[src/rtl/sha1_pkg.sv]
// Shared types, constants and round functions of the SHA-1 engine.
`timescale 1ns / 1ps

package sha1_pkg;

    localparam int unsigned WordW      = 32;
    localparam int unsigned ChainWords = 5;
    localparam int unsigned SchedWords = 16;
    localparam int unsigned RoundCount = 80;
    localparam int unsigned LenPos     = 56;

    typedef logic [WordW-1:0] word_t;
    typedef logic [6:0]       round_idx_t;
    typedef logic [5:0]       fill_t;
    typedef logic [2:0]       word_idx_t;
    typedef word_t [ChainWords-1:0] chain_t;

    localparam word_t IV0 = 32'h67452301;
    localparam word_t IV1 = 32'hEFCDAB89;
    localparam word_t IV2 = 32'h98BADCFE;
    localparam word_t IV3 = 32'h10325476;
    localparam word_t IV4 = 32'hC3D2E1F0;

    localparam word_t K0 = 32'h5A827999;
    localparam word_t K1 = 32'h6ED9EBA1;
    localparam word_t K2 = 32'h8F1BBCDC;
    localparam word_t K3 = 32'hCA62C1D6;

    localparam logic [7:0] PAD_BYTE = 8'h80;

    localparam round_idx_t LAST_ROUND = round_idx_t'(RoundCount - 1);
    localparam fill_t      LAST_FILL  = fill_t'(63);
    localparam fill_t      LEN_FILL   = fill_t'(LenPos);
    localparam word_idx_t  LAST_WORD  = word_idx_t'(ChainWords - 1);

    typedef struct packed {
        logic init;
        logic load;
        logic step;
        logic add;
    } rnd_ctrl_t;

    typedef struct packed {
        logic       shift_byte;
        logic       step;
        logic [7:0] din;
    } sched_ctrl_t;

    function automatic word_t round_f(round_idx_t idx, word_t b, word_t c, word_t d);
        word_t f;
        if (idx < round_idx_t'(20)) begin
            f = (b & c) | (~b & d);
        end else if (idx < round_idx_t'(40)) begin
            f = b ^ c ^ d;
        end else if (idx < round_idx_t'(60)) begin
            f = (b & c) | (b & d) | (c & d);
        end else begin
            f = b ^ c ^ d;
        end
        return f;
    endfunction

    function automatic word_t round_k(round_idx_t idx);
        word_t k;
        if (idx < round_idx_t'(20)) begin
            k = K0;
        end else if (idx < round_idx_t'(40)) begin
            k = K1;
        end else if (idx < round_idx_t'(60)) begin
            k = K2;
        end else begin
            k = K3;
        end
        return k;
    endfunction

endpackage

[src/rtl/sha1_msg_sched.sv]
// Block buffer and message schedule: byte shift line that becomes the W window.
`timescale 1ns / 1ps

module sha1_msg_sched
    import sha1_pkg::*;
(
    input  logic        aclk,
    input  sched_ctrl_t ctrl,
    output word_t       w_head
);

    word_t w_reg [SchedWords];
    word_t w_mix;
    word_t w_new;

    assign w_mix  = w_reg[13] ^ w_reg[8] ^ w_reg[2] ^ w_reg[0];
    assign w_new  = {w_mix[30:0], w_mix[31]};
    assign w_head = w_reg[0];

    always_ff @(posedge aclk) begin
        if (ctrl.shift_byte) begin
            for (int i = 0; i < SchedWords - 1; i++) begin
                w_reg[i] <= {w_reg[i][23:0], w_reg[i+1][31:24]};
            end
            w_reg[SchedWords-1] <= {w_reg[SchedWords-1][23:0], ctrl.din};
        end else if (ctrl.step) begin
            for (int i = 0; i < SchedWords - 1; i++) begin
                w_reg[i] <= w_reg[i+1];
            end
            w_reg[SchedWords-1] <= w_new;
        end
    end

endmodule

[src/rtl/sha1_round.sv]
// Shared SHA-1 round unit with working variables and chaining words.
`timescale 1ns / 1ps

module sha1_round
    import sha1_pkg::*;
(
    input  logic       aclk,
    input  logic       aresetn,
    input  rnd_ctrl_t  ctrl,
    input  round_idx_t round_idx,
    input  word_t      w_in,
    output chain_t     chain
);

    word_t a_reg, b_reg, c_reg, d_reg, e_reg;
    chain_t chain_reg;
    word_t t_sum;

    assign t_sum = {a_reg[26:0], a_reg[31:27]} + round_f(round_idx, b_reg, c_reg, d_reg)
                 + e_reg + round_k(round_idx) + w_in;
    assign chain = chain_reg;

    always_ff @(posedge aclk) begin
        if (!aresetn || ctrl.init) begin
            chain_reg <= {IV4, IV3, IV2, IV1, IV0};
        end else if (ctrl.add) begin
            chain_reg[0] <= chain_reg[0] + a_reg;
            chain_reg[1] <= chain_reg[1] + b_reg;
            chain_reg[2] <= chain_reg[2] + c_reg;
            chain_reg[3] <= chain_reg[3] + d_reg;
            chain_reg[4] <= chain_reg[4] + e_reg;
        end
    end

    always_ff @(posedge aclk) begin
        if (ctrl.load) begin
            a_reg <= chain_reg[0];
            b_reg <= chain_reg[1];
            c_reg <= chain_reg[2];
            d_reg <= chain_reg[3];
            e_reg <= chain_reg[4];
        end else if (ctrl.step) begin
            a_reg <= t_sum;
            b_reg <= a_reg;
            c_reg <= {b_reg[1:0], b_reg[31:2]};
            d_reg <= c_reg;
            e_reg <= d_reg;
        end
    end

endmodule

[src/rtl/sha1_hash_engine.sv]
// Top level of the streaming SHA-1 engine: sequencer, padding and digest output.
//
// Input channel (s_): one item per message byte. s_tdata carries the byte,
// s_tuser says the byte belongs to the message, s_tlast ends the message.
// An item with s_tlast and no byte is allowed, so an empty message works.
// Output channel (m_): five items per message, the digest words with chain
// word 0 first; m_tlast marks the fifth word.
// A byte item is accepted while s_tready is high; the item that completes a
// 64-byte block starts the load, 80 rounds and chain add before s_tready returns.
// The single round unit, one round per cycle, sets the block time.
// On message end the padding bytes shift in one per cycle (up to 64 per block)
// and each padded block is compressed, one or two in all; then the five words
// are offered, and the finish also waits while the receiver holds m_tready low.
// While the receiver stalls, the current word holds on m_tdata and no input
// item is accepted. After the fifth word the engine returns to the initial
// hash values, zero length and an empty block.
// Reset (aresetn low, synchronous) loads the initial hash values, clears the
// length and fill counters and leaves the engine ready for a new message.
`timescale 1ns / 1ps

module sha1_hash_engine
    import sha1_pkg::*;
(
    input  logic        aclk,
    input  logic        aresetn,
    input  logic        s_tvalid,
    output logic        s_tready,
    input  logic [7:0]  s_tdata,   // [7:0] data_byte
    input  logic        s_tuser,   // [0] byte_present
    input  logic        s_tlast,
    output logic        m_tvalid,
    input  logic        m_tready,
    output logic [31:0] m_tdata,   // [31:0] digest_word
    output logic        m_tlast
);

    typedef enum logic [2:0] {S_IDLE, S_PAD, S_COMP, S_ADD, S_OUT} state_t;

    state_t      state_reg, state_next;
    fill_t       fill_reg, fill_next;
    logic [63:0] count_reg, count_next;
    round_idx_t  round_reg, round_next;
    word_idx_t   word_reg, word_next;
    logic        fin_reg, fin_next;
    logic        first_reg, first_next;
    logic        lenok_reg, lenok_next;
    logic        last_reg, last_next;

    sched_ctrl_t sched_ctrl;
    rnd_ctrl_t   rnd_ctrl;
    word_t       w_head;
    chain_t      chain;

    sha1_msg_sched u_sched (
        .aclk   (aclk),
        .ctrl   (sched_ctrl),
        .w_head (w_head)
    );

    sha1_round u_round (
        .aclk      (aclk),
        .aresetn   (aresetn),
        .ctrl      (rnd_ctrl),
        .round_idx (round_reg),
        .w_in      (w_head),
        .chain     (chain)
    );

    assign s_tready = (state_reg == S_IDLE);
    assign m_tvalid = (state_reg == S_OUT);
    assign m_tdata  = chain[word_reg];
    assign m_tlast  = (word_reg == LAST_WORD);

    always_comb begin
        state_next = state_reg;
        fill_next  = fill_reg;
        count_next = count_reg;
        round_next = round_reg;
        word_next  = word_reg;
        fin_next   = fin_reg;
        first_next = first_reg;
        lenok_next = lenok_reg;
        last_next  = last_reg;
        sched_ctrl = '0;
        rnd_ctrl   = '0;

        case (state_reg)
            S_IDLE: begin
                if (s_tvalid) begin
                    if (s_tuser) begin
                        sched_ctrl.shift_byte = 1'b1;
                        sched_ctrl.din        = s_tdata;
                        fill_next             = fill_reg + fill_t'(1);
                        count_next            = count_reg + 64'd8;
                    end
                    if (s_tuser && fill_reg == LAST_FILL) begin
                        state_next    = S_COMP;
                        rnd_ctrl.load = 1'b1;
                        round_next    = '0;
                        fin_next      = s_tlast;
                        first_next    = 1'b1;
                        lenok_next    = 1'b0;
                        last_next     = 1'b0;
                    end else if (s_tlast) begin
                        state_next = S_PAD;
                        fin_next   = 1'b1;
                        first_next = 1'b1;
                        lenok_next = 1'b0;
                    end
                end
            end
            S_PAD: begin
                sched_ctrl.shift_byte = 1'b1;
                fill_next             = fill_reg + fill_t'(1);
                if (first_reg) begin
                    sched_ctrl.din = PAD_BYTE;
                    first_next     = 1'b0;
                    lenok_next     = (fill_reg < LEN_FILL);
                end else if (lenok_reg && fill_reg >= LEN_FILL) begin
                    sched_ctrl.din = count_reg[{~fill_reg[2:0], 3'b000} +: 8];
                end else begin
                    sched_ctrl.din = 8'h00;
                end
                if (fill_reg == LAST_FILL) begin
                    state_next    = S_COMP;
                    rnd_ctrl.load = 1'b1;
                    round_next    = '0;
                    last_next     = lenok_next;
                end
            end
            S_COMP: begin
                rnd_ctrl.step   = 1'b1;
                sched_ctrl.step = 1'b1;
                round_next      = round_reg + round_idx_t'(1);
                if (round_reg == LAST_ROUND) begin
                    state_next = S_ADD;
                end
            end
            S_ADD: begin
                rnd_ctrl.add = 1'b1;
                if (!fin_reg) begin
                    state_next = S_IDLE;
                end else if (last_reg) begin
                    state_next = S_OUT;
                    word_next  = '0;
                end else begin
                    state_next = S_PAD;
                    if (!first_reg) begin
                        lenok_next = 1'b1;
                    end
                end
            end
            S_OUT: begin
                if (m_tready) begin
                    word_next = word_reg + word_idx_t'(1);
                    if (word_reg == LAST_WORD) begin
                        state_next    = S_IDLE;
                        rnd_ctrl.init = 1'b1;
                        count_next    = '0;
                        fill_next     = '0;
                        fin_next      = 1'b0;
                        word_next     = '0;
                    end
                end
            end
            default: begin
                state_next = S_IDLE;
            end
        endcase
    end

    always_ff @(posedge aclk) begin
        if (!aresetn) begin
            state_reg <= S_IDLE;
            fill_reg  <= '0;
            count_reg <= '0;
            round_reg <= '0;
            word_reg  <= '0;
            fin_reg   <= 1'b0;
            first_reg <= 1'b0;
            lenok_reg <= 1'b0;
            last_reg  <= 1'b0;
        end else begin
            state_reg <= state_next;
            fill_reg  <= fill_next;
            count_reg <= count_next;
            round_reg <= round_next;
            word_reg  <= word_next;
            fin_reg   <= fin_next;
            first_reg <= first_next;
            lenok_reg <= lenok_next;
            last_reg  <= last_next;
        end
    end

endmodule
[config.mk]
export PLATFORM = sky130hd
export DESIGN_NAME = sha1_hash_engine
export DESIGN_NICKNAME = d
export VERILOG_FILES = /design/src/rtl/sha1_pkg.sv /design/src/rtl/sha1_msg_sched.sv /design/src/rtl/sha1_round.sv /design/src/rtl/sha1_hash_engine.sv
export SDC_FILE = /design/constraint.sdc
export NUM_CORES = 2
export LEC_CHECK = 0
export BUFFER_PORTS_ARGS = -buffer_cell sky130_fd_sc_hd__buf_2
export CORE_MARGIN = 2
export CORE_UTILIZATION = 40
export CTS_BUF_LIST = sky130_fd_sc_hd__clkbuf_4 sky130_fd_sc_hd__clkbuf_8 sky130_fd_sc_hd__clkbuf_16
export CTS_CLUSTER_DIAMETER = 120
export DETAILED_ROUTE_END_ITERATION = 7
export HOLD_SLACK_MARGIN = 0.08
export SLEW_MARGIN = 20
export SYNTH_ARGS = -nofsm -noshare
export SYNTH_HDL_FRONTEND = slang
export SYNTH_SLANG_ARGS = --single-unit
export TNS_END_PERCENT = 10
[constraint.sdc]
create_clock -name aclk -period 37.6 [get_ports aclk]
set_input_delay 7.52 -clock aclk [delete_from_list [all_inputs] [get_ports aclk]]
set_output_delay 7.52 -clock aclk [all_outputs]
set_load 0.05 [all_outputs]
==> run metrics <==
Max-Cap Viols=0; Cells after DPL=7,024; Slew Limit Fails=0; Num Clock Sinks=916; syn_nets=slightly below 6k; R2R setup slack=approximately 29 ns; Leakage Power=23.5 nW; Post-DP Area=about 55,000 um^2; hold slack=0.484 ns; Post-Syn Area=~53,000 um^2; fin crit period=10.59 ns; die area=135,000 um^2; via count=between 30k and 40k; Async S/R FF share, synth=0; r2r worst-path depth=26; fin crit share=0.282; final instance area=around 60,000 um^2; min-delay worst type=register to register; CTS tree=built; synth unique cells=85; Post-Place Setup Slack=~26 ns; Inserted Diodes=0; CTS Hold Bufs=0; worst slew pin tran=1.24 ns; Routed wire per std cell=around 19 um; FP Rows=approximately 130; die width=367 um; Final Worst Setup Slack=between 20 and 30 ns; layout cell share with drive strength beyond 1=0.0943; GRT Overall Usage=0.204; Die Span Y=~370 um; routed wire length=roughly 140,000 um; Clock Latency Late Sink=~0.75 ns; Synth area leader=edfxtp_1; H-tree depth=3; hold path cells=2; vias per cell=between 5 and 6; gr ovfl total=0; synth top area cells=edfxtp_1 (38%), nand2_1 (12%), dfxtp_1 (9.3%); Post-Syn Instances=~5.4k; Yosys warning total=0; Tot Pwr=between 3 and 4 mW; cts repair resizes=0; antenna violations before repair=2; kind of critical path=register to output pin; TritonRoute pass-1 iters=5; Post-synth EDFFs=about 670; final core occ=0.445; most frequent cells in the layout=nand2_1 (1,653), edfxtp_1 (672), nor2_1 (262); Slew headroom=0.170; final setup TNS=0 ns; CP Max Fanout=36; final RePlAce weighted congestion=around 0.90; outcome=completed; DRC Markers=0; vias in the first global route=between 30k and 40k; clock slew at the register clock pins of the worst setup and hold paths=approximately 0.06 ns; Final #Nets=5,739; worst path required time=around 30 ns; Core ar.=roughly 130,000 um^2; # Post-CTS Setup Buffers=0; critical path cell sequence=buf_4 > mux4_2 > inv_1 > o21ai_0 > buf_2; Area Growth Syn to Fin=10.7%; PortBufs=48; filler instances=12.6k; main flop type after synthesis=edfxtp_1; total CTS buffers=102; Setup crit start kind=register; max reg flops=approximately 500; Crit path largest cell delay=approximately 0.63 ns; CP max stage cell=o21ai_0; largest net degree at the start of global routing=between 200 and 250; Post-DP HPWL=about 96,000 um; io pins=49; Synth Register Bits=between 900 and 1k; Syn Area/Cell=just under 10 um^2; Clock Tree Buf Depth=3; RSZ-0062 raised after global routing=false; crit path capture type=output pin; final setup vio count=0; final hold viol count=0; Highest Clock Rate=roughly 94 MHz; maximum vdd ir drop=just under 0.05 mV; Power Density=between 60 and 70 nW/um^2; initial DRC count=about 3.4k; Final Instance Count excl. Fillers=7,219; register area share after synthesis=0.476; initial core utilization=0.402; global-route wire length before repair=approximately 220,000 um; commonest non-fill, non-tap cell in the layout=nand2_1; skew final=~0.08 ns; Final ANT Viol Nets=0; WP data arrival=roughly 3.1 ns; root buffer cell=clkbuf_16; top cell type's share of synthesized area=0.383
critical path: cells and delay by family, from the launching register on:
kind / cells / cell delay, ns
compound gates: 1 / 0.63
buf+inv: 3 / 1.00
mux: 1 / 0.35
flops: 1 / 0.31
layout make-up:
class                      count  area, um^2  area share
clock buffer                 144        2970      0.0509
clock inverter                49         661      0.0113
inverter                     260         976      0.0167
multi-input combinational   4010       25800       0.443
sequential                   916       25100       0.430
tap                         1755        2200      0.0376
timing repair buffer          85         612      0.0105
kinds of logic (layout without fill, tap and decap cells):
| logic type | after synthesis | in the layout | share of synthesized area |
|---|---|---|---|
| and+or+nand+nor | 2274 | 2274 | 0.178 |
| DFF | 916 | 916 | 0.476 |
| AOI/OAI and AO/OA | 860 | 860 | 0.103 |
| buffers and inverters | 496 | 538 | 0.0354 |
| adders and majority gates | 350 | 350 | 0.101 |
| xor gates and xnor gates | 298 | 298 | 0.0495 |
| muxes | 228 | 228 | 0.0579 |
metal layers:
| layer | vias to the layer above | global-route usage | routed length, um |
|---|---|---|---|
| li1 | 18620 | - | - |
| met1 | 18960 | 0.296 | 65300 |
| met2 | 940 | 0.318 | 62700 |
| met3 | 188 | 0.0307 | 7590 |
| met4 | 0 | 0.0544 | 3470 |
| met5 | - | 0 | 0 |
path summary, 6_finish.rpt:
| check | startpoint | endpoint |
|---|---|---|
| worst min register to register | u_round.chain[72] | u_round.chain[72] |
| worst max register to register | round_reg[3] | u_round.a_reg[28] |
| worst max-delay path | word_reg[0] | m_tdata[0] |
| worst min-delay path | u_round.chain[72] | u_round.chain[72] |
cell usage after synthesis, drive strengths merged (6+ instances only):
cell,instances
and3,25
mux2i,18
dfxtp,244
a21oi,254
o32ai,21
o31a,6
o221ai,9
o21bai,28
nand4,25
a221o,6
fa,124
a31oi,12
o21ai,242
clkbuf,212
nor3b,14
xnor2,188
or3,34
o211ai,58
a21o,65
o31ai,13
nand2b,34
ha,226
or2,15
edfxtp,672
a41oi,7
o32a,6
nor2,266
a21boi,6
nand2,1657
a2111oi,9
o22ai,6
nand3,69
xor2,110
a211oi,30
and2,13
inv,258
o21a,23
mux2,165
nor2b,60
and4,8
nor3,35
a211o,11
buf,24
mux4,45
power by group:
part	internal (mW)	switching (mW)	leakage (nW)
Combinational	0.424	0.589	13.4
Clock	0.632	0.442	1.78
Sequential	1.43	0.156	8.36
No activity file was read; power rests on OpenSTA's default activity.
